`src/design/fcs_pkg.sv`:
```
`timescale 1ns / 1ps

package fcs_pkg;

  // Fixed field widths of the request and response items.
  localparam int KIND_W   = 3;
  localparam int ID_W     = 4;
  localparam int AMOUNT_W = 16;
  localparam int STATUS_W = 4;
  localparam int TOTAL_W  = 5;
  localparam int COUNT_W  = 16;

  // Configuration port.
  localparam int REG_W     = 16;
  localparam int CFG_IDX_W = 1;

  localparam logic [CFG_IDX_W-1:0] REG_MAX_COUNT  = 1'd0;
  localparam logic [CFG_IDX_W-1:0] REG_INIT_COUNT = 1'd1;

  localparam logic [REG_W-1:0] MAX_COUNT_RST  = 16'hFFFF;
  localparam logic [REG_W-1:0] INIT_COUNT_RST = 16'h0000;

  typedef enum logic [KIND_W-1:0] {
    K_WAIT     = 3'd0,
    K_WAIT_NB  = 3'd1,
    K_POLL     = 3'd2,
    K_SIGNAL   = 3'd3,
    K_CANCEL   = 3'd4,
    K_TIMEOUT  = 3'd5
  } kind_t;

  typedef enum logic [STATUS_W-1:0] {
    ST_OK        = 4'd0,
    ST_QUEUED    = 4'd1,
    ST_AGAIN     = 4'd2,
    ST_BUSY      = 4'd3,
    ST_INVALID   = 4'd4,
    ST_GRANTED   = 4'd5,
    ST_CANCELED  = 4'd6,
    ST_TIMED_OUT = 4'd7,
    ST_DONE      = 4'd8
  } status_t;

  typedef enum logic [2:0] {
    S_IDLE,
    S_DECODE,
    S_REL,
    S_CAN,
    S_SCAN,
    S_SHIFT,
    S_FIN
  } state_t;

  // One queue entry: who waits and how much it needs.
  typedef struct packed {
    logic [ID_W-1:0]     id;
    logic [AMOUNT_W-1:0] need;
  } entry_t;

  typedef struct packed {
    status_t             status;
    logic [ID_W-1:0]     who;
    logic [TOTAL_W-1:0]  cancel_total;
    logic [COUNT_W-1:0]  count_now;
    logic                last;
  } out_item_t;

endpackage

```
`src/design/fcs_req_if.sv`:
```
`timescale 1ns / 1ps

interface fcs_req_if;
  import fcs_pkg::*;

  logic                valid;
  logic                ready;
  logic [KIND_W-1:0]   kind;
  logic [ID_W-1:0]     waiter;
  logic [AMOUNT_W-1:0] amount;

  modport source (output valid, output kind, output waiter, output amount, input ready);
  modport sink   (input valid, input kind, input waiter, input amount, output ready);
endinterface

```
`src/design/fcs_rsp_if.sv`:
```
`timescale 1ns / 1ps

interface fcs_rsp_if;
  import fcs_pkg::*;

  logic                valid;
  logic                ready;
  logic [STATUS_W-1:0] status;
  logic [ID_W-1:0]     who;
  logic [TOTAL_W-1:0]  cancel_total;
  logic [COUNT_W-1:0]  count_now;
  logic                last;

  modport source (output valid, output status, output who, output cancel_total,
                  output count_now, output last, input ready);
  modport sink   (input valid, input status, input who, input cancel_total,
                  input count_now, input last, output ready);
endinterface

```
`src/design/fifo_counting_semaphore_top.sv`:
```
`timescale 1ns / 1ps

// Counting semaphore with a strict first-in first-out queue of waiters, each
// waiting for its own needed count. Request items arrive on req (wait,
// non-blocking wait, poll, signal, cancel, timeout) and each produces one or
// more response items on rsp, the final one flagged by last. The waiter queue
// is a circular buffer held in one synchronous memory with a registered read;
// the counter, head pointer and occupancy live in flip-flops. The block works
// on one item at a time: req.ready is high only while it is idle, and it stays
// idle-ready even while a finished response still waits in the output
// register. Signal and cancel run a release loop that retires one head entry
// per memory read and needs one more look to find a head that does not fit.
// A timeout visits one queue position per cycle while it searches; a hit at
// the head then grants further heads at one per cycle unless rsp stalls,
// whereas a hit deeper in the queue closes the gap by moving each later entry
// down one slot per cycle.
// Configuration writes (max_count, init_count) reload the counter from
// init_count and leave the queue alone; they are meant for idle periods only.
module fifo_counting_semaphore_top #(
  parameter int WAITERS    = 16,
  parameter int COUNT_BITS = 16
) (
  input  logic                           clk,
  input  logic                           rst,
  input  logic                           cfg_we,
  input  logic [fcs_pkg::CFG_IDX_W-1:0]  cfg_idx,
  input  logic [fcs_pkg::REG_W-1:0]      cfg_data,
  fcs_req_if.sink                        req,
  fcs_rsp_if.source                      rsp
);
  import fcs_pkg::*;

  localparam int IDX_W = $clog2(WAITERS);
  localparam int OCC_W = $clog2(WAITERS + 1);
  // Common width for comparing the counter against 16-bit amounts, with
  // one extra bit so a saturating add never wraps.
  localparam int CW = ((COUNT_BITS > AMOUNT_W) ? COUNT_BITS : AMOUNT_W) + 1;

  // Logical queue position to physical slot: (base + off) mod WAITERS.
  function automatic logic [IDX_W-1:0] wrap(input logic [IDX_W-1:0] base,
                                            input logic [OCC_W:0]   off);
    logic [OCC_W+1:0] s;
    s = (OCC_W+2)'(base) + (OCC_W+2)'(off);
    if (s >= (OCC_W+2)'(2 * WAITERS)) begin
      s = s - (OCC_W+2)'(2 * WAITERS);
    end else if (s >= (OCC_W+2)'(WAITERS)) begin
      s = s - (OCC_W+2)'(WAITERS);
    end
    return s[IDX_W-1:0];
  endfunction

  // Queue storage. Entries beyond the occupancy are never looked at.
  entry_t            mem [WAITERS];
  entry_t            rd_data;
  logic [IDX_W-1:0]  rd_addr;
  logic              mem_we;
  logic [IDX_W-1:0]  mem_wa;
  entry_t            mem_wd;

  always_ff @(posedge clk) begin
    if (mem_we) begin
      mem[mem_wa] <= mem_wd;
    end
    rd_data <= mem[rd_addr];
  end

  // Control and datapath registers.
  state_t                state, state_next;
  logic [IDX_W-1:0]      hd, hd_next;
  logic [OCC_W-1:0]      occ, occ_next;
  logic [COUNT_BITS-1:0] counter, counter_next;
  logic [REG_W-1:0]      max_count, init_count;
  logic [OCC_W-1:0]      pos, pos_next;
  logic [AMOUNT_W-1:0]   left, left_next;
  logic [OCC_W-1:0]      total, total_next;
  status_t               fin_st, fin_st_next;
  logic [ID_W-1:0]       fin_who, fin_who_next;
  logic                  rel_sig, rel_sig_next;

  // The accepted request item.
  logic [KIND_W-1:0]     it_kind;
  logic [ID_W-1:0]       it_who;
  logic [AMOUNT_W-1:0]   it_amt;

  // Output register.
  logic                  out_valid;
  out_item_t             out_q;
  logic                  out_free;
  logic                  emit;
  out_item_t             emit_item;

  logic                  accept;

  assign req.ready = (state == S_IDLE);
  assign accept    = req.valid && (state == S_IDLE);
  assign out_free  = !out_valid || rsp.ready;

  assign rsp.valid        = out_valid;
  assign rsp.status       = out_q.status;
  assign rsp.who          = out_q.who;
  assign rsp.cancel_total = out_q.cancel_total;
  assign rsp.count_now    = out_q.count_now;
  assign rsp.last         = out_q.last;

  // Helper values used across states.
  logic [CW-1:0]     cnt_x, amt_x, need_x, sum_x;
  logic [IDX_W-1:0]  hd_inc, tail;
  logic [OCC_W:0]    pos_p1, pos_p2;
  logic              amt_fits, head_fits, cancel_fits;

  always_comb begin
    cnt_x       = CW'(counter);
    amt_x       = CW'(it_amt);
    need_x      = CW'(rd_data.need);
    sum_x       = cnt_x + amt_x;
    hd_inc      = wrap(hd, (OCC_W+1)'(1));
    tail        = wrap(hd, {1'b0, occ});
    pos_p1      = {1'b0, pos} + (OCC_W+1)'(1);
    pos_p2      = {1'b0, pos} + (OCC_W+1)'(2);
    amt_fits    = (amt_x <= cnt_x);
    head_fits   = (occ != '0) && (need_x <= cnt_x);
    cancel_fits = (occ != '0) && (rd_data.need <= left);
  end

  // Next state and datapath control.
  always_comb begin
    state_next   = state;
    hd_next      = hd;
    occ_next     = occ;
    counter_next = counter;
    pos_next     = pos;
    left_next    = left;
    total_next   = total;
    fin_st_next  = fin_st;
    fin_who_next = fin_who;
    rel_sig_next = rel_sig;
    rd_addr      = hd;
    mem_we       = 1'b0;
    mem_wa       = tail;
    mem_wd       = '{id: it_who, need: it_amt};
    emit         = 1'b0;
    emit_item    = '{status: ST_OK, who: '0, cancel_total: '0,
                     count_now: COUNT_W'(counter), last: 1'b0};

    case (state)
      S_IDLE: begin
        if (accept) begin
          state_next = S_DECODE;
        end
      end

      S_DECODE: begin
        fin_who_next = it_who;
        state_next   = S_FIN;
        case (it_kind)
          K_WAIT, K_WAIT_NB: begin
            if ((it_kind == K_WAIT_NB) && (occ != '0)) begin
              fin_st_next = ST_BUSY;
            end else if ((occ == '0) && amt_fits) begin
              counter_next = COUNT_BITS'(cnt_x - amt_x);
              fin_st_next  = ST_OK;
            end else if (occ == OCC_W'(WAITERS)) begin
              fin_st_next = ST_AGAIN;
            end else begin
              mem_we      = 1'b1;
              occ_next    = occ + OCC_W'(1);
              fin_st_next = ST_QUEUED;
            end
          end
          K_POLL: begin
            if ((occ == '0) && amt_fits) begin
              counter_next = COUNT_BITS'(cnt_x - amt_x);
              fin_st_next  = ST_OK;
            end else begin
              fin_st_next = ST_AGAIN;
            end
          end
          K_SIGNAL: begin
            counter_next = (sum_x > CW'({COUNT_BITS{1'b1}})) ? '1 : COUNT_BITS'(sum_x);
            rel_sig_next = 1'b1;
            state_next   = S_REL;
          end
          K_CANCEL: begin
            if ((it_amt == '0) || (it_amt >= max_count)) begin
              fin_st_next = ST_INVALID;
            end else begin
              left_next  = it_amt;
              total_next = '0;
              state_next = S_CAN;
            end
          end
          K_TIMEOUT: begin
            pos_next   = '0;
            state_next = S_SCAN;
          end
          default: begin
            fin_st_next = ST_INVALID;
          end
        endcase
      end

      // Grant heads while they fit. After a timeout the previous result is
      // held in fin_* until the next decision tells whether it is the last.
      S_REL: begin
        if (head_fits) begin
          if (out_free) begin
            emit = 1'b1;
            if (rel_sig) begin
              emit_item.status    = ST_GRANTED;
              emit_item.who       = rd_data.id;
              emit_item.count_now = COUNT_W'(COUNT_BITS'(cnt_x - need_x));
            end else begin
              emit_item.status = fin_st;
              emit_item.who    = fin_who;
            end
            fin_st_next  = ST_GRANTED;
            fin_who_next = rd_data.id;
            counter_next = COUNT_BITS'(cnt_x - need_x);
            hd_next      = hd_inc;
            occ_next     = occ - OCC_W'(1);
            rd_addr      = hd_inc;
          end
        end else begin
          if (rel_sig) begin
            fin_st_next  = ST_OK;
            fin_who_next = '0;
          end
          state_next = S_FIN;
        end
      end

      S_CAN: begin
        if (cancel_fits) begin
          if (out_free) begin
            emit             = 1'b1;
            emit_item.status = ST_CANCELED;
            emit_item.who    = rd_data.id;
            left_next        = left - rd_data.need;
            total_next       = total + OCC_W'(1);
            hd_next          = hd_inc;
            occ_next         = occ - OCC_W'(1);
            rd_addr          = hd_inc;
          end
        end else begin
          counter_next = '0;
          fin_st_next  = ST_DONE;
          fin_who_next = '0;
          state_next   = S_FIN;
        end
      end

      // rd_data holds the entry at queue position pos.
      S_SCAN: begin
        if (pos >= occ) begin
          fin_st_next = ST_INVALID;
          state_next  = S_FIN;
        end else if (rd_data.id == it_who) begin
          fin_st_next = ST_TIMED_OUT;
          if (pos == '0) begin
            hd_next      = hd_inc;
            occ_next     = occ - OCC_W'(1);
            rd_addr      = hd_inc;
            rel_sig_next = 1'b0;
            state_next   = S_REL;
          end else begin
            rd_addr    = wrap(hd, pos_p1);
            state_next = S_SHIFT;
          end
        end else begin
          pos_next = OCC_W'(pos_p1);
          rd_addr  = wrap(hd, pos_p1);
        end
      end

      // rd_data holds the entry at pos+1; move it down into pos.
      S_SHIFT: begin
        if (pos_p1 < {1'b0, occ}) begin
          mem_we   = 1'b1;
          mem_wa   = wrap(hd, {1'b0, pos});
          mem_wd   = rd_data;
          rd_addr  = wrap(hd, pos_p2);
          pos_next = OCC_W'(pos_p1);
        end else begin
          occ_next   = occ - OCC_W'(1);
          state_next = S_FIN;
        end
      end

      S_FIN: begin
        if (out_free) begin
          emit                   = 1'b1;
          emit_item.status       = fin_st;
          emit_item.who          = fin_who;
          emit_item.cancel_total = (fin_st == ST_DONE) ? TOTAL_W'(total) : '0;
          emit_item.last         = 1'b1;
          state_next             = S_IDLE;
        end
      end

      default: begin
        state_next = S_IDLE;
      end
    endcase
  end

  always_ff @(posedge clk) begin
    if (rst) begin
      state <= S_IDLE;
    end else begin
      state <= state_next;
    end
  end

  always_ff @(posedge clk) begin
    if (rst) begin
      hd  <= '0;
      occ <= '0;
    end else begin
      hd  <= hd_next;
      occ <= occ_next;
    end
  end

  // Configuration registers and the counter; a write reloads the counter.
  always_ff @(posedge clk) begin
    if (rst) begin
      max_count  <= MAX_COUNT_RST;
      init_count <= INIT_COUNT_RST;
      counter    <= COUNT_BITS'(INIT_COUNT_RST);
    end else if (cfg_we) begin
      case (cfg_idx)
        REG_MAX_COUNT: begin
          max_count <= cfg_data;
          counter   <= COUNT_BITS'(init_count);
        end
        REG_INIT_COUNT: begin
          init_count <= cfg_data;
          counter    <= COUNT_BITS'(cfg_data);
        end
        default: begin
          counter <= counter;
        end
      endcase
    end else begin
      counter <= counter_next;
    end
  end

  always_ff @(posedge clk) begin
    pos     <= pos_next;
    left    <= left_next;
    total   <= total_next;
    fin_st  <= fin_st_next;
    fin_who <= fin_who_next;
    rel_sig <= rel_sig_next;
    if (accept) begin
      it_kind <= req.kind;
      it_who  <= req.waiter;
      it_amt  <= req.amount;
    end
  end

  always_ff @(posedge clk) begin
    if (rst) begin
      out_valid <= 1'b0;
    end else if (emit) begin
      out_valid <= 1'b1;
    end else if (rsp.ready) begin
      out_valid <= 1'b0;
    end
  end

  always_ff @(posedge clk) begin
    if (emit) begin
      out_q <= emit_item;
    end
  end

endmodule

```
`src/flat_wrapper.sv`:
```
// flat-port wrapper written by rule: the top's interface ports become plain ports
module fifo_counting_semaphore_top_flat import fcs_pkg::*;
#(
  parameter int WAITERS    = 16,
  parameter int COUNT_BITS = 16
)
  (clk, rst, cfg_we, cfg_idx, cfg_data, req_valid, req_kind, req_waiter, req_amount, req_ready, rsp_valid, rsp_status, rsp_who, rsp_cancel_total, rsp_count_now, rsp_last, rsp_ready);
  fcs_req_if req_i ();
  fcs_rsp_if rsp_i ();
  input  logic clk;
  input  logic rst;
  input  logic cfg_we;
  input  logic [fcs_pkg::CFG_IDX_W-1:0] cfg_idx;
  input  logic [fcs_pkg::REG_W-1:0] cfg_data;
  input wire logic [$bits(req_i.valid)-1:0] req_valid;
  input wire logic [$bits(req_i.kind)-1:0] req_kind;
  input wire logic [$bits(req_i.waiter)-1:0] req_waiter;
  input wire logic [$bits(req_i.amount)-1:0] req_amount;
  output wire logic [$bits(req_i.ready)-1:0] req_ready;
  output wire logic [$bits(rsp_i.valid)-1:0] rsp_valid;
  output wire logic [$bits(rsp_i.status)-1:0] rsp_status;
  output wire logic [$bits(rsp_i.who)-1:0] rsp_who;
  output wire logic [$bits(rsp_i.cancel_total)-1:0] rsp_cancel_total;
  output wire logic [$bits(rsp_i.count_now)-1:0] rsp_count_now;
  output wire logic [$bits(rsp_i.last)-1:0] rsp_last;
  input wire logic [$bits(rsp_i.ready)-1:0] rsp_ready;
  assign req_i.valid = req_valid;
  assign req_i.kind = req_kind;
  assign req_i.waiter = req_waiter;
  assign req_i.amount = req_amount;
  assign req_ready = req_i.ready;
  assign rsp_valid = rsp_i.valid;
  assign rsp_status = rsp_i.status;
  assign rsp_who = rsp_i.who;
  assign rsp_cancel_total = rsp_i.cancel_total;
  assign rsp_count_now = rsp_i.count_now;
  assign rsp_last = rsp_i.last;
  assign rsp_i.ready = rsp_ready;
  fifo_counting_semaphore_top #(.WAITERS(WAITERS), .COUNT_BITS(COUNT_BITS)) u_core (.clk(clk), .rst(rst), .cfg_we(cfg_we), .cfg_idx(cfg_idx), .cfg_data(cfg_data), .req(req_i), .rsp(rsp_i));
endmodule
```
`config.mk`:
```
export PLATFORM = sky130hd
export DESIGN_NAME = fifo_counting_semaphore_top_flat
export DESIGN_NICKNAME = d
export VERILOG_FILES = /design/src/design/fcs_pkg.sv /design/src/design/fcs_req_if.sv /design/src/design/fcs_rsp_if.sv /design/src/design/fifo_counting_semaphore_top.sv /design/src/flat_wrapper.sv
export SDC_FILE = /design/constraint.sdc
export NUM_CORES = 1
export LEC_CHECK = 0
export BUFFER_PORTS_ARGS = -buffer_cell sky130_fd_sc_hd__buf_4
export CAP_MARGIN = 10
export CORE_UTILIZATION = 55
export CTS_BUF_LIST = sky130_fd_sc_hd__clkbuf_8
export DETAILED_ROUTE_END_ITERATION = 10
export PLACE_DENSITY_LB_ADDON = 0.1
export SLEW_MARGIN = 20
export SYNTH_ARGS = -nofsm -noshare
export SYNTH_HDL_FRONTEND = slang
export SYNTH_SLANG_ARGS = --single-unit
```
`constraint.sdc`:
```
create_clock -name clk -period 10.4 [get_ports clk]
set_clock_uncertainty 0.05 [all_clocks]
set_input_delay 2.6 -clock clk [delete_from_list [all_inputs] [get_ports clk]]
set_output_delay 2.6 -clock clk [all_outputs]
set_load 0.02 [all_outputs]
```
# After elaboration in Yosys (flattened, before gate mapping)
# Memories as Yosys holds them, arrays and structs flattened. A register that Yosys moved wholly into a read port is not among the register bits.
# Cells that the tools add are included.
word_totals:
  input_bits: 45
  mem_bits_rw: 320
  regBits: 149
  n_memories: 1
classes:
  n_lt_le_gt_ge: 17
  n_addsub: 24
  muxes: 122
  eq_ne: 45
  reduce_logical: 37
  bitwise_logic: 1
memory_table:
  columns: ["memory", "words", "width", "rd", "rd_clocked_by_memory_dff", "write_ports", "line_no", "source"]
  rows:
  - ["u_core.mem", 16, 20, 1, 1, 1, "fifo_counting_semaphore_top.sv:53", "entry_t mem [WAITERS];"]
ops:
  columns: ["op", "count"]
  rows:
  - ["$mux 16", 15]
  - ["$mux 4", 34]
  - ["$mux 5", 20]
  - ["$pmux 16 s3", 2]
  - ["$pmux 16 s2", 2]
  - ["$le 16x16->1", 3]
  - ["$pmux 4 s4", 3]
  - ["$sub 16x16->16", 3]
  - ["$mux 20", 2]
  - ["$sub 4x1->4 const B", 10]
  - ["$mux 8", 4]
  - ["$mux 3", 9]
  - ["$ne 2x2->1 const B", 13]
  - ["$pmux 5 s5", 1]
  - ["$pmux 4 s3", 2]
  - ["$pmux 8 s3", 1]
  - ["$pmux 3 s7", 1]
  - ["$ne 2x1->1 const B", 9]
  - ["$add 16x16->17", 1]
  - ["$gt 17x16->1 const B", 1]
  - ["$ge 16x16->1", 1]
  - ["$logic_not 16->1", 1]
  - ["$mux 1", 16]
  - ["$eq 3x3->1 const B", 5]
  - ["other kinds (51)", 87]

# Depth between registers and ports, before layout
depth:
  depth_word: 9
  depth_mapped: 19
  mapped_depth_nobuf: 15

# Least setup slack after synthesis
# Ideal clock, no wire load.
synth_timing:
  path_kind: "input to register"
  from: "input rsp_ready"
  to: "register, netlist name u_core.need_x[7]"
  setup_ns: 0.138
  t_arrival_ns: 4.583
  stages: 13
  setup_slack_ns: 5.629
  cell_sequence: "nand2b_1 -> clkbuf_1 -> a211oi_1 -> a211oi_1 -> o2111ai_1 -> a22oi_1 -> buf_2 -> buf_4 -> buf_4 -> mux2i_1 -> mux2i_1 -> a22oi_1 -> o221ai_1"
synth_via:
  elab_chain_cells: 4
  elab_cells_between_ends: 5
synth_rtl:
  columns: ["item", "line_no", "source"]
  rows:
  - ["start: declaration", "flat_wrapper.sv:26", "input wire logic [$bits(rsp_i.ready)-1:0] rsp_ready;"]
  - ["$logic_or 1x1->1 *", "fifo_counting_semaphore_top.sv:96", "assign out_free = !out_valid || rsp.ready;"]
  - ["$mux 4 *", null, null]
  - ["$mux 4, on equally long branches", null, null]
  - ["$pmux 4 s4 *", "fifo_counting_semaphore_top.sv:145", "case (state)"]
# Mark *: on every way between the ends. The rest lies on a longest branch, timed or not.
# A chain may end at the register's enable or synchronous reset.

# Final worst setup path
layout_timing:
  from: "input rsp_ready"
  to: "register, netlist name u_core.need_x[0]"
layout_via:
  elab_chain_cells: 4
  elab_cells_between_ends: 5
layout_rtl:
  columns: ["item", "line_no"]
  rows:
  - ["$logic_or 1x1->1 *", "fifo_counting_semaphore_top.sv:96"]
  - ["$mux 4 *", null]
  - ["$mux 4, on equally long branches", null]
  - ["$pmux 4 s4 *", "fifo_counting_semaphore_top.sv:145"]
# Marks and branches as above.

==> out/results.txt <==
asr flop ratio synth = 0
post-synthesis mux area share = 0.0975
outcome = finished clean
Peak VDD IR = 0.306 mV
most frequent cells in the layout = edfxtp_1, nand2_1, mux2i_1
CP required = 10.85 ns
Core Footprint = 0.0443 mm²
Slew HR = 0.221
post-route ant nets = 0
synthesized area = 0.0247 mm²
Mapped Cells = 2,072
Die Y = 214 µm
GR Util All Layers = 0.278
Final TNS setup = 0 ns
cts hold-fix bufs = 0
leak pwr = 0.0110 µW
Min Hold Slack = 0.407 ns
# setup viols final = 0
Final Max Tran Viols = 0
DPL Wire Length = 40.9 mm
unrepaired setup endpoints after global routing = no
Synth Warn # = 0
DR DRC count = 0
CTS tree = done
fmax = 194 MHz
commonest non-fill, non-tap cell in the layout = edfxtp_1
die area = 0.0459 mm²
final hold violation count = 0
Max-cap violations = 0
Placer Congestion = 0.991
Slew @ Worst Pin = 1.17 ns
post_cts resized = 0
CTS buffer count = 81
Synth Net Count = 2,234
ratio of cells with drive above 1 in the final layout = 0.152
Tmin final = 5.16 ns
largest family of logic cells by synthesized area = compound AO/OA/AOI/OAI gates
Adder-Cell Fraction of Synth Area = 0.0619
Cell variety after synth = 91
Crit. End Element = flop
Setup Crit Path Kind = in -> reg
I/O pin count = 77
number of antenna violations at the first check in global routing = 2
Synth Area in Compound Gates = 0.134
DR WL/cell = 22.6 µm
Setup Fix Bufs, Post-CTS = 0
initial DRC count = 1,408
Final #Nets = 2,338
Post-Route WL = 63.9 mm
Cell Rows = 77
xor/xnor share of the synthesized area = 0.0209
total power density per cell area = 271 mW/mm²
main flop type after synthesis = edfxtp_1
Worst Path Max Fanout = 160
number of synthesized register bits = 489
internal reg-to-reg setup slack = 5.52 ns
Root Driver = clkbuf_8
Worst-Skew Late Latency = 0.69 ns
Seq/Total Area, Yosys = 0.561
Layout fillers = 3,590
Simple-Gate Fraction of Synth Area = 0.0899
largest net degree at the start of global routing = 161
crit share post-route = 0.497
area of the multi-input gates = 0.0101 mm²
Die Wd = 214 µm
Post-Syn Area per Cell = 11.9 µm²
Register Area = 0.0139 mm²
clock-pin slew on the worst setup and hold paths = 0.05 ns
number of buffers added on ports = 76
Area Growth Syn to Fin = 11.8%
worst min path class = reg -> reg
number of synthesized flops with an enable pin = 408
Longest Clk Path Bufs = 3
first-pass GRT wire length = 96.6 mm
Via Count = 17,000
H-tree Lvls = 3
drt via density = 5.98
Pre-Repair DR Iteration Count = 6
# clock sinks = 489
GRT overflow = 0
initial core utilization = 0.558
CP startpoint kind = input port
vias in the first global route = 16,200
Critical Path AT = 5.62 ns
Yosys cell counts, drive strengths merged, types with 23 or more instances:
master  instances  area (µm²)
a211o          31         272
buf            39         259
nor2          119         454
a21o           27         203
clkbuf         65         245
a22oi          25         193
nand2         186         701
xor2           32         280
dfxtp          81        1620
a21oi         112         576
mux2           56         631
o21ai         136         684
o221ai         23         201
inv           101         379
nor3           35         180
xnor2          27         236
ha            108        1350
edfxtp        408       12300
mux2i         178        1780
per-stage QoR:
step | power (µW) | setup slack [ns] | utilization | std cells | area, µm²
2_1_floorplan | 4730 | 5.63 | - | 2072 | 24800
3_3_place_gp | 5700 | 4.72 | 0.587 | 2685 | 26000
3_5_place_dp | 5750 | 4.68 | 0.587 | 2685 | 26000
4_1_cts | 7490 | 5.39 | 0.624 | 2831 | 27700
5_1_grt | 7900 | 5.13 | 0.624 | 2833 | 27700
6_report | 7490 | 5.24 | 0.624 | 2833 | 27700
power by group:
part | total, µW | switching [µW] | internal [µW] | leakage (µW)
registers | 2610 | 196 | 2410 | 0.00437
clock network | 1720 | 769 | 950 | 0.000938
logic | 3160 | 1930 | 1230 | 0.00565
cell families after synthesis:
kind of cell,count (synthesis)
AO/OA/AOI/OAI,491
buffers and inverters,205
XOR/XNOR,59
flip-flops,489
multiplexers,234
AND/OR/NAND/NOR,477
adder cells (fa/ha/maj),117
worst max-delay path: stages:
cell and delay (ns):
buf_4 0.09, nand2b_1 0.44, a2111oi_0 0.13, a211oi_1 0.28, o2111ai_1 0.17, a22oi_2 0.21, buf_12 0.70, mux2i_1 0.27
mux2i_1 0.10, a22oi_1 0.21, o221ai_1 0.16
final timing paths:
path | start | end | cells after the start
setup / recovery | rsp_ready | u_core.need_x[0]$_DFF_P_ | 11
hold / removal | u_core.init_count[11]$_SDFFE_PP0P_ | u_core.init_count[11]$_SDFFE_PP0P_ | 2
setup reg to reg | u_core.need_x[15]$_DFF_P_ | u_core.need_x[0]$_DFF_P_ | 14
hold reg to reg | u_core.init_count[11]$_SDFFE_PP0P_ | u_core.init_count[11]$_SDFFE_PP0P_ | 2
registers in the layout, indices dropped and copies added, names as in the netlist, 5 cells and up:
register and count:
u_core.total 5, u_core.left 16, u_core.init_count 16, u_core.it_amt 16
u_core.occ 5, u_core.rsp.count_now 16, u_core.max_count 16, u_core.mem 320
u_core.pos 5, u_core.rsp.cancel_total 5, u_core.counter 16, u_core.need_x 16
layer usage:
metal  vias to the layer above  global-route usage  part of all wire
li1                       7977                   -                 -
met1                      8244               0.393              0.44
met2                       608               0.426              0.46
met3                       126              0.0477             0.066
met4                         0               0.118             0.036
met5                         -                   0                 0
final cells by class:
| type | instances | share of cell area |
|---|---|---|
| antenna | 2 | 0.000181 |
| clock buffer | 87 | 0.0433 |
| clock inverter | 59 | 0.0161 |
| inverter | 101 | 0.0137 |
| multi-input combinational | 1378 | 0.364 |
| sequential | 489 | 0.501 |
| tap | 592 | 0.0268 |
| timing repair buffer | 125 | 0.0344 |
Note: power is estimated with default switching activity, not from simulation.
